File: config.mk
export PLATFORM = sky130hd
export DESIGN_NAME = tcw_cursor
export DESIGN_NICKNAME = d
export VERILOG_FILES = /design/src/sv/tcw_pkg.sv /design/src/sv/tcw_cursor.sv
export SDC_FILE = /design/constraint.sdc
export NUM_CORES = 1
export LEC_CHECK = 0
export ABC_AREA = 1
export BUFFER_PORTS_ARGS = -buffer_cell sky130_fd_sc_hd__clkbuf_2
export CORE_UTILIZATION = 55
export CTS_BUF_LIST = sky130_fd_sc_hd__clkbuf_4
export DETAILED_ROUTE_END_ITERATION = 16
export PLACE_DENSITY = 0.77
export SLEW_MARGIN = 30
export SYNTH_ARGS = -nofsm -noshare
export SYNTH_HDL_FRONTEND = slang
export SYNTH_SLANG_ARGS = --single-unit
File: constraint.sdc
create_clock -name aclk -period 3.48 [get_ports aclk]
set_clock_uncertainty 0.2 [all_clocks]
set_input_delay 0 -clock aclk [delete_from_list [all_inputs] [get_ports aclk]]
set_output_delay 0 -clock aclk [all_outputs]
set_load 0.05 [all_outputs]
File: src/sv/tcw_pkg.sv
package tcw_pkg;

    // Cursor movement requests from the sequencer to the cursor unit.
    typedef logic [1:0] cur_op_t;

    localparam cur_op_t CUR_ADVANCE = 2'd0;
    localparam cur_op_t CUR_BACK    = 2'd1;
    localparam cur_op_t CUR_RETURN  = 2'd2;
    localparam cur_op_t CUR_NEWLINE = 2'd3;

    typedef struct packed {
        logic    valid;
        cur_op_t op;
    } cursor_cmd_t;

    typedef struct packed {
        logic scroll;
        logic tab_done;
    } cursor_stat_t;

    // Control bytes that the put path interprets, and the space used for blanks and tabs.
    localparam logic [7:0] CH_BEL   = 8'h07;
    localparam logic [7:0] CH_BS    = 8'h08;
    localparam logic [7:0] CH_TAB   = 8'h09;
    localparam logic [7:0] CH_LF    = 8'h0A;
    localparam logic [7:0] CH_CR    = 8'h0D;
    localparam logic [7:0] CH_SPACE = 8'h20;

    // Item kinds carried in s_tuser.
    localparam logic OP_PUT  = 1'b0;
    localparam logic OP_READ = 1'b1;

    // Register indexes and reset values.
    localparam logic       REG_TEXT_ATTR    = 1'b0;
    localparam logic       REG_BLANK_ATTR   = 1'b1;
    localparam logic [7:0] TEXT_ATTR_RESET  = 8'h0F;
    localparam logic [7:0] BLANK_ATTR_RESET = 8'h00;

endpackage

File: src/sv/tcw_cursor.sv
module tcw_cursor
    import tcw_pkg::*;
#(
    parameter int COLUMNS  = 80,
    parameter int ROWS     = 25,
    parameter int TAB_STOP = 4
) (
    input  logic                       aclk,
    input  logic                       aresetn,
    input  cursor_cmd_t                cmd,
    output cursor_stat_t               stat,
    output logic [$clog2(COLUMNS)-1:0] col,
    output logic [$clog2(ROWS)-1:0]    row
);

    localparam int COL_W = $clog2(COLUMNS);
    localparam int ROW_W = $clog2(ROWS);
    localparam int PH_W  = (TAB_STOP > 1) ? $clog2(TAB_STOP) : 1;

    localparam logic [COL_W-1:0] COL_LAST = COL_W'(COLUMNS - 1);
    localparam logic [ROW_W-1:0] ROW_LAST = ROW_W'(ROWS - 1);
    localparam logic [PH_W-1:0]  PH_LAST  = PH_W'(TAB_STOP - 1);
    localparam logic [PH_W-1:0]  PH_WRAP  = PH_W'((COLUMNS - 1) % TAB_STOP);

    logic [COL_W-1:0] col_reg, col_next;
    logic [ROW_W-1:0] row_reg, row_next;
    // Column modulo the tab stop, tracked alongside the column itself.
    logic [PH_W-1:0]  ph_reg, ph_next;

    always_comb begin
        col_next = col_reg;
        row_next = row_reg;
        ph_next  = ph_reg;
        stat     = '0;
        if (cmd.valid) begin
            unique case (cmd.op)
                CUR_ADVANCE: begin
                    if (col_reg == COL_LAST) begin
                        col_next = '0;
                        ph_next  = '0;
                        if (row_reg == ROW_LAST) begin
                            stat.scroll = 1'b1;
                        end else begin
                            row_next = row_reg + ROW_W'(1);
                        end
                    end else begin
                        col_next = col_reg + COL_W'(1);
                        ph_next  = (ph_reg == PH_LAST) ? '0 : ph_reg + PH_W'(1);
                    end
                    stat.tab_done = (ph_next == '0);
                end
                CUR_BACK: begin
                    if (col_reg != '0) begin
                        col_next = col_reg - COL_W'(1);
                        ph_next  = (ph_reg == '0) ? PH_LAST : ph_reg - PH_W'(1);
                    end else begin
                        if (row_reg != '0) begin
                            row_next = row_reg - ROW_W'(1);
                        end
                        col_next = COL_LAST;
                        ph_next  = PH_WRAP;
                    end
                end
                CUR_RETURN: begin
                    col_next = '0;
                    ph_next  = '0;
                end
                CUR_NEWLINE: begin
                    col_next = '0;
                    ph_next  = '0;
                    if (row_reg == ROW_LAST) begin
                        stat.scroll = 1'b1;
                    end else begin
                        row_next = row_reg + ROW_W'(1);
                    end
                end
                default: begin
                end
            endcase
        end
    end

    always_ff @(posedge aclk) begin
        if (!aresetn) begin
            col_reg <= '0;
            row_reg <= '0;
            ph_reg  <= '0;
        end else begin
            col_reg <= col_next;
            row_reg <= row_next;
            ph_reg  <= ph_next;
        end
    end

    assign col = col_reg;
    assign row = row_reg;

endmodule

==> results of run 1 <==
==> layout make-up <==
class,count,area (µm²)
fillers,227,777
well taps,28,35.0
flip-flops and latches,14,280
inverters,28,105
multi-input cells,147,878
clock inverters,1,3.75
clock buffers,3,22.5
repair buffers,20,110
==> what timing repair did <==
item,4_1_cts,5_1_grt
endpoints found under the hold margin,14,0
endpoints found under the setup margin,0,0
buffers inserted,0,0
hold buffers,2,0
gates resized for setup,0,0
==> through the flow <==
step / worst slack [ns] / instance area, µm² / utilization
floorplan: 0.485 / 1300 / -
global placement: 1.68 / 1390 / 0.628
detailed placement: 1.58 / 1390 / 0.628
CTS: 1.31 / 1440 / 0.649
global route: 1.06 / 1440 / 0.649
finish: 1.30 / 1440 / 0.649
==> cell families after synthesis <==
group,after synthesis,synth area share
and+or+nand+nor,96,0.364
buffers and inverters,33,0.110
AOI/OAI and AO/OA,31,0.133
DFF,14,0.215
adders and majority gates,13,0.131
xor gates and xnor gates,7,0.0471
==> placed cells by master, fill, tap and decap left out <==
master,synthesis,final
sky130_fd_sc_hd__nor2_4,5,5
sky130_fd_sc_hd__dlygate4sd3_1,0,2
sky130_fd_sc_hd__a31oi_1,4,4
sky130_fd_sc_hd__nor2_2,4,4
sky130_fd_sc_hd__nand2_2,1,1
sky130_fd_sc_hd__o21a_1,1,1
sky130_fd_sc_hd__o211ai_1,1,1
sky130_fd_sc_hd__a211oi_2,1,1
sky130_fd_sc_hd__a21oi_1,11,11
sky130_fd_sc_hd__clkinv_1,1,2
sky130_fd_sc_hd__xor2_1,6,6
sky130_fd_sc_hd__nand3_1,18,18
sky130_fd_sc_hd__ha_1,12,12
sky130_fd_sc_hd__nor2_8,1,1
sky130_fd_sc_hd__clkbuf_2,0,18
sky130_fd_sc_hd__dfxtp_1,14,14
sky130_fd_sc_hd__clkbuf_4,0,3
sky130_fd_sc_hd__nand3_2,1,1
sky130_fd_sc_hd__nand2_4,1,1
sky130_fd_sc_hd__o21ai_0,13,13
sky130_fd_sc_hd__inv_1,27,27
sky130_fd_sc_hd__nand4_1,3,3
sky130_fd_sc_hd__nand2_1,37,37
sky130_fd_sc_hd__fa_1,1,1
sky130_fd_sc_hd__xnor2_1,1,1
sky130_fd_sc_hd__nor2_1,23,23
sky130_fd_sc_hd__nor4_1,1,1
sky130_fd_sc_hd__nor3_1,1,1
==> worst max-delay path, stage by stage, from the launching register on <==
cell and delay (ns):
sky130_fd_sc_hd__dfxtp_1 0.43, sky130_fd_sc_hd__ha_1 0.26, sky130_fd_sc_hd__nand2_1 0.07, sky130_fd_sc_hd__nor2_1 0.19, sky130_fd_sc_hd__nand3_1 0.13, sky130_fd_sc_hd__nand2_1 0.10
sky130_fd_sc_hd__nand3_1 0.07, sky130_fd_sc_hd__a31oi_1 0.15, sky130_fd_sc_hd__clkbuf_2 0.30
==> routing by layer <==
layer / track usage / share of wire / up-vias
met5: 0 / 0 / -
met4: 0.120 / 0.028 / 0
met3: 0.0364 / 0.041 / 10
met2: 0.529 / 0.52 / 47
met1: 0.316 / 0.41 / 625
li1: - / - / 666
==> power breakdown <==
group	total (W)	switching, W	internal (W)
Sequential	0.000195	0.0000228	0.000173
Clock	0.000104	0.0000624	0.0000418
Combinational	0.000189	0.000129	0.0000595
==> path summary, 6_finish.rpt <==
path	start	to	slack, ns	depth (start not counted)
max	col[0]	stat[0]	1.30	8
min	cmd[1]	row[4]	0.14	7
max reg2reg	row[0]	row[4]	1.62	7
min reg2reg	row[4]	row[4]	0.37	2
==> summary by stage, run 1 <==
STA
The total count of hold-check failures in the final report is 0. The final setup TNS is 0 ns. At the pin with the least slew margin, the transition time is 0.507 ns. Static timing analysis puts the maximum clock frequency at 458 MHz. The routed design could run at a clock period as short as 2.18 ns. The total count of max-transition violations in the final report is 0. Across all hold checks on the routed design, the worst slack comes to 0.140 ns. The max-slew headroom at the worst pin is 0.661. The final cycle utilization of the critical path is 0.627. Setup repair after global routing left no endpoint under its margin. The number of setup violations in the final report is 0.

Worst hold path
The worst hold path belongs to the class input port to register.

Routing
In the routed design, unresolved DRC markers number 0. The post-detailed-route via-to-cell ratio is 5.59. The count of routing violations after the opening detailed-route iteration is 36. The total routed wirelength is 3160 µm. The average wire length per cell after detail routing is 13.1 µm.

The detailed-routing iteration count for the pre-antenna-repair pass is 4. In this run the remaining antenna-violating nets after routing total 0. The total number of vias is 1348.

Cells and area
The count of placed standard cells in the final layout, fillers left out is 241. The number of antenna diodes in the final layout is 0. The final-stage net count is 232. The flip-flop count of the largest register, all copies and words added is 7. The fraction of layout cells with a size suffix above 1 is 0.164.

From synthesis to final layout, the design area changed by 10.3%.

Floorplanning
The floorplan die height is 50.6 µm. The core outline area is 0.00221 mm². The starting density of the core is 0.588. The die outline area is 0.00256 mm². The die boundary width is 50.6 µm. The number of placement rows is 17.

In this run the count of I/O pins placed on the die edge is 19.

Yosys
Of the synthesized area, sequential elements account for 0.215. Counting every net in the synthesized netlist gives 212. The proportion of register bits with asynchronous set or reset after synthesis is 0. After synthesis, the netlist uses 28 different library cells. The average instance area after synthesis is 6.71 µm². Ranked by instance count, the synthesized netlist is headed by sky130_fd_sc_hd__nand2_1, sky130_fd_sc_hd__inv_1, sky130_fd_sc_hd__nor2_1.

The number of warnings reported in the yosys synthesis log is 0. The area fraction of the dominant cell type after synthesis is 0.215. The synthesized instance count is 194.

The library cell with the largest summed area after synthesis is sky130_fd_sc_hd__dfxtp_1. Counting flops and latches in the post-synthesis netlist gives 14. Yosys attributes the largest share of cell area to sky130_fd_sc_hd__dfxtp_1, sky130_fd_sc_hd__ha_1, sky130_fd_sc_hd__nand2_1, sky130_fd_sc_hd__inv_1, sky130_fd_sc_hd__nand3_1. Counting flops with a built-in enable in the synthesized netlist gives 0. The cell area after synthesis is 0.00130 mm². The most used standard cell by instance count after synthesis is sky130_fd_sc_hd__nand2_1. The most frequently used flop master after synthesis is sky130_fd_sc_hd__dfxtp_1.

Critical path
The worst setup path is captured at an output pin. By startpoint and endpoint, the worst setup path is classified as register to output pin. The startpoint kind of the worst setup timing path is a register. The highest fanout seen on the critical path is 5. STA puts the critical path data required time at 3.28 ns. For the worst setup path, the data arrival time is 1.98 ns.

GRT
After global routing the overflow that remains totals 0. The number of antenna violations at the first check in global routing is 0. The first global-routing pass estimated 5570 µm of wire. The global router's overall resource usage is 0.283. The via count of the first global-routing pass is 1308. Entering global routing, the biggest net connects 14 pins.

Clocking
Clock tree synthesis inserted a total of 3 buffers. Clock-pin slew was measured on the worst setup and hold paths at 0.10 ns. The number of buffers on the longest clock path is 2. For this design, the sink count on the clock tree is 14. The cell sitting at the root of the clock tree is a sky130_fd_sc_hd__clkbuf_4. The maximum level of the CTS H-tree is 1. TritonCTS built the clock tree. The clock insertion delay at the later pin of the skew report is 0.30 ns.

Place
The count of buffers added on input and output ports is 18. The HPWL after detailed placement is 2360 µm. Including well taps, the total number of placed cells is 235. The final weighted congestion in routability-driven placement is 0.900.

Outcome
The run finished with clean final reports.

Power
In this run the power density over the cells is 340 mW/mm². The peak supply drop is 0.217 mV. The static leakage is 0.696 nW. The overall power is 0.000488 W.

Job
The number of max-cap violations is 0.
No activity file was read; power rests on OpenSTA's default activity.
==> inputs of run 2 (changes only) <==
ABC_AREA = 0   (was 1)
CORE_UTILIZATION = 53   (was 55)
PLACE_DENSITY = 0.78   (was 0.77)
clock period = 1.94 ns   (was 3.48 ns; I/O delays follow)
==> summary by stage, run 2 <==
GRT
The total grt overflow is 0 (unchanged). The number of antenna violations at the first check in global routing is 0 (unchanged). The global router's overall resource usage came to 0.323 (+0.0398). The largest net degree at the start of global routing is 13 (-1). The wire length of the first global-routing pass is 6020 µm (+8.0%).

The via count of the first global-routing pass came to 1350 (+3.2%).

Job
The number of max-cap violations is 0 (unchanged).

STA
In the finished design, the share of the clock period the worst path needs comes to 1.09. The final critical-path required period is 2.12 ns. The pin slew with the least headroom to its limit is 0.606 ns (+0.0991 ns). The number of setup violations in the final report is 8 (+8). Timing would allow up to 471 MHz. The final worst hold slack is 0.280 ns (+0.141 ns). The max-slew headroom at the worst pin came to 0.595 (-0.0664). Setup repair after global routing could not meet its margin everywhere. The total count of max-transition violations in the final report is 0 (unchanged). The setup slack of the critical path after layout is -0.183 ns (-1.48 ns). The total count of hold-check failures in the final report is 0 (unchanged).

Place
The final weighted congestion in routability-driven placement was 0.988 (+9.7%). The post-placement cell area was 0.00163 mm² (+17%). The number of placed instances, taps included is 221 (-6.0%). The count of buffers from port buffering was 18 (unchanged).

The half-perimeter wire length after detailed placement was 2570 µm (+9.0%).

Clocking
The root buffer cell is sky130_fd_sc_hd__clkbuf_4. The maximum level of the CTS H-tree was 1 (unchanged). The number of clock buffers inserted by TritonCTS is 3 (unchanged).

The clock insertion delay at the later pin of the skew report is 0.30 ns (about the same). The clock net sink count is 14 (unchanged). The post-CTS clock slew at the launch and capture registers of the worst setup and hold paths came to 0.09 ns (about the same).

The number of buffers on the longest clock path is 2 (unchanged). The clock tree from TritonCTS is done.

Critical path
The flop-to-flop setup slack came to -0.18 ns (-1.80 ns). The required time at the endpoint of the critical path is 1.98 ns (-1.30 ns). The element type at the critical path end is a register. The worst setup path is of the register to register kind.

The startpoint kind of the worst setup timing path is a register. The highest fanout seen on the critical path came to 5 (unchanged). The arrival time of data at the critical path endpoint is 2.16 ns (+0.18 ns).

Cells and area
The footprint of the multi-input gates is 971 µm² (+11%). Leaving out fill and tap cells, the most frequent cells in the layout are sky130_fd_sc_hd__buf_4, sky130_fd_sc_hd__clkbuf_2, sky130_fd_sc_hd__inv_1, sky130_fd_sc_hd__nor2_1, sky130_fd_sc_hd__ha_1. The register area came to 309 µm² (+10%).

Leaving out fill and tap cells, the most frequent cell in the layout is sky130_fd_sc_hd__buf_4. The number of inserted diodes is 0 (unchanged). The fraction of the core area covered by cells at the end of the flow is 0.906 (+0.257).

The count of placed standard cells in the final layout, fillers left out is 232 (-3.7%). The final-stage net count was 224 (-3.4%). The post-route standard cell area excluding fillers is 0.00185 mm² (+29%).

The fraction of layout cells with a size suffix above 1 is 0.478 (+0.314). The final-layout fill cell count is 96 (-58%). The area overhead of the layout relative to synthesis is 53.4%. The flip-flop count of the largest register, all copies and words added came to 7 (unchanged).

Yosys
The synthesized instance count was 145 (-25%). The synthesized flop and latch total is 14 (unchanged). sky130_fd_sc_hd__dfxtp_1 takes more of the synthesized area than any other cell. The area fraction of the dominant cell type after synthesis is 0.232 (+0.0170). The post-synth net total came to 163 (-23%). The number of warnings reported in the yosys synthesis log is 0 (unchanged). Sorting the synthesized cells by area gives the leading types as sky130_fd_sc_hd__dfxtp_1, sky130_fd_sc_hd__ha_1, sky130_fd_sc_hd__inv_1, sky130_fd_sc_hd__a21oi_1, sky130_fd_sc_hd__o21ai_0.

The number of flops mapped to enable cells by yosys is 0 (unchanged). The cell area after synthesis is 0.00121 mm² (-7.3%). The sequential fraction of the synthesis area is 0.232 (+0.0170).

The number of unique standard cell types used by synthesis is 50 (+79%). The most frequently used flop master after synthesis is sky130_fd_sc_hd__dfxtp_1. The average instance area after synthesis was 8.32 µm² (+24%). The commonest cells after synthesis are sky130_fd_sc_hd__dfxtp_1, sky130_fd_sc_hd__inv_1, sky130_fd_sc_hd__ha_1. The proportion of register bits with asynchronous set or reset after synthesis came to 0 (unchanged).

Outcome
The final reports fail on setup timing. The run finished, with violations left.

Power
The overall power came to 0.00101 W (+110%). The power per cell area is 545 mW/mm² (+60%). The static leakage is 0.820 nW (+18%). The peak supply drop is 0.546 mV (+150%).

Floorplanning
The starting density of the core is 0.591 (+0.00245). The core outline area is 0.00204 mm² (-7.7%). The die boundary width is 49.7 µm (-1.8%).

The number of placed I/O pins was 19 (unchanged). The floorplan die height came to 49.7 µm (-1.8%). The number of placement rows is 16 (-1). The die outline area was 0.00247 mm² (-3.7%).

Routing
The total routed wirelength is 4270 µm (+35%). The detailed-routing iteration count for the pre-antenna-repair pass is 5 (+1). The total number of vias is 1451 (+7.6%). The average wire length per cell after detail routing is 18.4 µm (+40%).

The number of antenna-violating nets in the routed design is 0 (unchanged). The count of routing violations after the opening detailed-route iteration was 74 (+110%). The post-detailed-route via-to-cell ratio is 6.25 (+12%). The number of DRC violations after detailed routing is 0 (unchanged).

Worst hold path
The worst min-delay path class is input port to register.
==> run 2: worst paths after layout <==
path              depth (start not counted)         to  startpoint
hold / removal                            7     row[4]      cmd[1]
hold reg to reg                           2  ph_reg[1]   ph_reg[1]
setup / recovery                          5     row[4]      col[2]
setup reg to reg                          5     row[4]      col[2]
==> run 2: power breakdown <==
part / internal [W] / switching, W / total [W]
Combinational: 0.000214 / 0.000281 / 0.000496
Clock: 0.0000751 / 0.000111 / 0.000186
Sequential: 0.000307 / 0.0000199 / 0.000327
Total: 0.000596 / 0.000412 / 0.00101
==> run 2: per-stage QoR <==
stage / setup TNS [ns] / setup WS, ns
floorplan: -0.897 / -0.360
global placement: -0.271 / -0.137
detailed placement: -0.420 / -0.196
CTS: -0.306 / -0.141
global route: -0.957 / -0.212
finish: -0.521 / -0.183
==> run 2: cell families (layout without fill, tap and decap cells) <==
logic type,count (synthesis),in the layout,synth area share
compound gates,46,46,0.285
xor+xnor,6,6,0.0436
fa+ha+maj,13,13,0.141
buf+inv,21,81,0.0830
flops,14,14,0.232
mux,2,2,0.0166
simple gates,43,43,0.198
==> run 2: cell type report <==
cell class,instances,area share
Multi-Input combinational cell,110,0.525
Timing Repair Buffer,62,0.245
Sequential cell,14,0.167
Inverter,15,0.0304
Tap cell,27,0.0183
Clock buffer,3,0.0122
Clock inverter,1,0.00203
==> run 2: per-layer routing <==
| metal | GRT usage | part of all wire | vias up |
|---|---|---|---|
| met3 | 0.0772 | 0.084 | 26 |
| met2 | 0.547 | 0.47 | 98 |
| met5 | 0 | 0 | - |
| met1 | 0.378 | 0.40 | 669 |
| li1 | - | - | 658 |
| met4 | 0.152 | 0.041 | 0 |
==> run 2: what timing repair did <==
action	4_1_cts	5_1_grt
hold buffers	3	0
hold endpoints to repair	14	0
endpoints found under the setup margin	7	14
pin swaps	7	6
setup buffers	1	3
gates resized for setup	11	21
==> run 2: critical path, cell delays in order, from the launching register on <==
cell,delay [ns]
sky130_fd_sc_hd__dfxtp_4,0.37
sky130_fd_sc_hd__or4_4,0.57
sky130_fd_sc_hd__o21ai_4,0.19
sky130_fd_sc_hd__nand4_4,0.14
sky130_fd_sc_hd__or4_4,0.45
sky130_fd_sc_hd__a21oi_2,0.14
==> inputs of run 3 (changes only) <==
ABC_AREA = 1   (was 0)
MAX_ROUTING_LAYER = met4   (was unset)
==> summary by stage, run 3 (synthesis results as in run 1) <==
Worst hold path
The worst min-delay path class is input port to register. The number of cells on the worst hold path is 7 (unchanged). The hold path endpoint is row[4]. The launch instance of the worst min-delay path is cmd[1].

GRT
The via count of the first global-routing pass is 1275 (-5.6%). The number of antenna violations at the first check in global routing is 0 (unchanged). The largest net degree at the start of global routing is 14 (+1).

The global router's overall resource usage is 0.292 (-0.0314). The total grt overflow is 0 (unchanged). The wire length of the first global-routing pass is 5530 µm (-8.0%).

Routing
The total number of vias is 1324 (-8.8%). The number of antenna-violating nets in the routed design is 0 (unchanged). The total routed wirelength came to 3270 µm (-24%). The number of DRC violations after detailed routing is 0 (unchanged). The average wire length per cell after detail routing is 13.3 µm (-28%). The count of routing violations after the opening detailed-route iteration is 63 (-15%). The detailed-routing iteration count for the pre-antenna-repair pass was 4 (-1).

The post-detailed-route via-to-cell ratio is 5.38 (-14%).

Critical path
The required time at the endpoint of the critical path is 1.74 ns (-0.24 ns). The startpoint kind of the worst setup timing path is a register. The flop-to-flop setup slack is 0.13 ns (+0.31 ns).

The arrival time of data at the critical path endpoint was 1.71 ns (-0.45 ns). The startpoint identified for the worst register-to-register timing path is col[0]. The critical path start-end classification is register to output pin. The element type at the critical path end is an output pin. The depth of the worst register-to-register path was 6 (+1). The highest fanout seen on the critical path is 5 (unchanged). In this run the critical register-to-register path is captured at ph_reg[0].

Clocking
The clock insertion delay at the later pin of the skew report is 0.30 ns (about the same). The number of buffers on the longest clock path was 2 (unchanged). The root buffer cell is sky130_fd_sc_hd__clkbuf_4. The post-CTS clock slew at the launch and capture registers of the worst setup and hold paths is 0.10 ns (about the same).

The maximum level of the CTS H-tree is 1 (unchanged). The clock net sink count is 14 (unchanged). The number of clock buffers inserted by TritonCTS is 3 (unchanged). The clock tree from TritonCTS is done.

Cells and area
Leaving out fill and tap cells, the most frequent cell in the layout is sky130_fd_sc_hd__nand2_1. From synthesis to final layout, the design area changed by 20.8%. The flip-flop count of the largest register, all copies and words added is 7 (unchanged).

The library cells used most frequently in the layout, excluding fill and tap cells, are sky130_fd_sc_hd__nand2_1, sky130_fd_sc_hd__inv_1, sky130_fd_sc_hd__nor2_1, sky130_fd_sc_hd__nand3_1, sky130_fd_sc_hd__clkbuf_2. The final-stage net count is 238 (+6.3%). The fraction of layout cells with a size suffix above 1 came to 0.248 (-0.230).

The fraction of the core area covered by cells at the end of the flow came to 0.697 (-0.209). The number of inserted diodes was 0 (unchanged). The final-layout fill cell count came to 201 (+110%). The count of placed standard cells in the final layout, fillers left out is 246 (+6.0%).

Power
The fraction of power consumed by combinational cells is 0.399 (-0.093). The switching power is 0.000397 W (-3.7%). The power share of the sequential group is 0.390 (+0.066). The peak supply drop is 0.373 mV (-32%). The clock share of power came to 0.212 (+0.028). The switching part of the total is 0.443 (+0.0341). The static leakage is 0.736 nW (-10%).

The design internal power is 0.000499 W (-16%). The power per cell area is 570 mW/mm² (+4.6%).

Floorplanning
The floorplan die height was 51.6 µm (+3.7%). The number of placed I/O pins is 19 (unchanged). The starting density of the core came to 0.577 (-0.0135). The die outline area is 0.00266 mm² (+7.6%). The number of placement rows is 17 (+1). The die boundary width is 51.6 µm (+3.7%).

The core outline area is 0.00225 mm² (+10%).

STA
The total count of hold-check failures in the final report is 0 (unchanged). The final worst hold slack is 0.119 ns (-0.161 ns). The maximum achievable frequency came to 524 MHz (+11%).

The max-slew headroom at the worst pin came to 0.660 (+0.0653). The final cycle utilization of the critical path came to 0.984 (-0.110). The number of setup violations in the final report is 0 (-8).

The final setup TNS came to 0 ns (+0.521 ns). The pin slew with the least headroom to its limit is 0.510 ns (-0.0968 ns). The final critical-path required period came to 1.91 ns (-0.214 ns). The total count of max-transition violations in the final report is 0 (unchanged).

Place
The half-perimeter wire length after detailed placement is 2340 µm (-9.1%). The final weighted congestion in routability-driven placement was 0.904 (-8.5%). The count of buffers from port buffering is 18 (unchanged).

The number of placed instances, taps included is 239 (+8.1%).

Outcome
The run finished with clean final reports.

Job
The number of max-cap violations came to 0 (unchanged).
==> run 3: worst max-delay path by stage <==
stage | startpoint | endpoint | slack, ns | depth (start not counted)
floorplan | col[4] | stat[1] | -0.04 | 6
global route | col[0] | stat[0] | -0.04 | 8
detailed placement | col[0] | stat[0] | 0.14 | 8
CTS | col[0] | stat[0] | 0.004 | 8
global placement | col[0] | stat[0] | 0.20 | 8
finish | col[0] | stat[0] | 0.03 | 8
==> run 3: critical path, stage by stage, from the launching register on <==
cell and delay (ns):
sky130_fd_sc_hd__dfxtp_4 0.39, sky130_fd_sc_hd__ha_4 0.17, sky130_fd_sc_hd__nand2_1 0.07, sky130_fd_sc_hd__nor2_2 0.14
sky130_fd_sc_hd__nand3_2 0.10, sky130_fd_sc_hd__nand2_1 0.12, sky130_fd_sc_hd__nand3_2 0.09, sky130_fd_sc_hd__a31oi_4 0.17
sky130_fd_sc_hd__buf_8 0.16
==> run 3: layout make-up <==
type,count,area [µm²],share of cell area
clock buffer,3,22.5,0.0143
inverter,28,105,0.0669
multi-input combinational,147,941,0.599
sequential,14,294,0.187
tap,28,35.0,0.0223
timing repair buffer,26,174,0.111
==> run 3: metal layers <==
layer	track usage	routed length (µm)	up-vias
met5	-	0	-
met4	0.117	68	0
met3	0.0468	167	7
met2	0.491	1520	36
met1	0.346	1510	611
li1	-	-	670
==> run 3: power groups by stage <==
stage	logic (W)	registers, W	clock network (W)
finish	0.000357	0.000349	0.000189
global route	0.000399	0.000353	0.000200
CTS	0.000349	0.000347	0.000187
detailed placement	0.000343	0.000352	0
global placement	0.000332	0.000350	0
floorplan	0.000215	0.000410	0
==> run 3: through the flow <==
stage / total power (W) / instance area, µm² / worst slack (ns)
after floorplan: 0.000624 / 1340 / -0.0445
after global routing: 0.000952 / 1570 / -0.0419
after detailed placement: 0.000695 / 1460 / 0.139
after global placement: 0.000683 / 1460 / 0.196
final: 0.000896 / 1570 / 0.0315
after CTS: 0.000883 / 1540 / 0.00402
==> run 3: timing repair <==
action,4_1_cts,5_1_grt
pin swaps,1,3
hold buffers,2,0
gates resized for setup,7,5
setup endpoints to repair,2,2
gates cloned,0,0
setup buffers,1,1
endpoints found under the hold margin,13,0
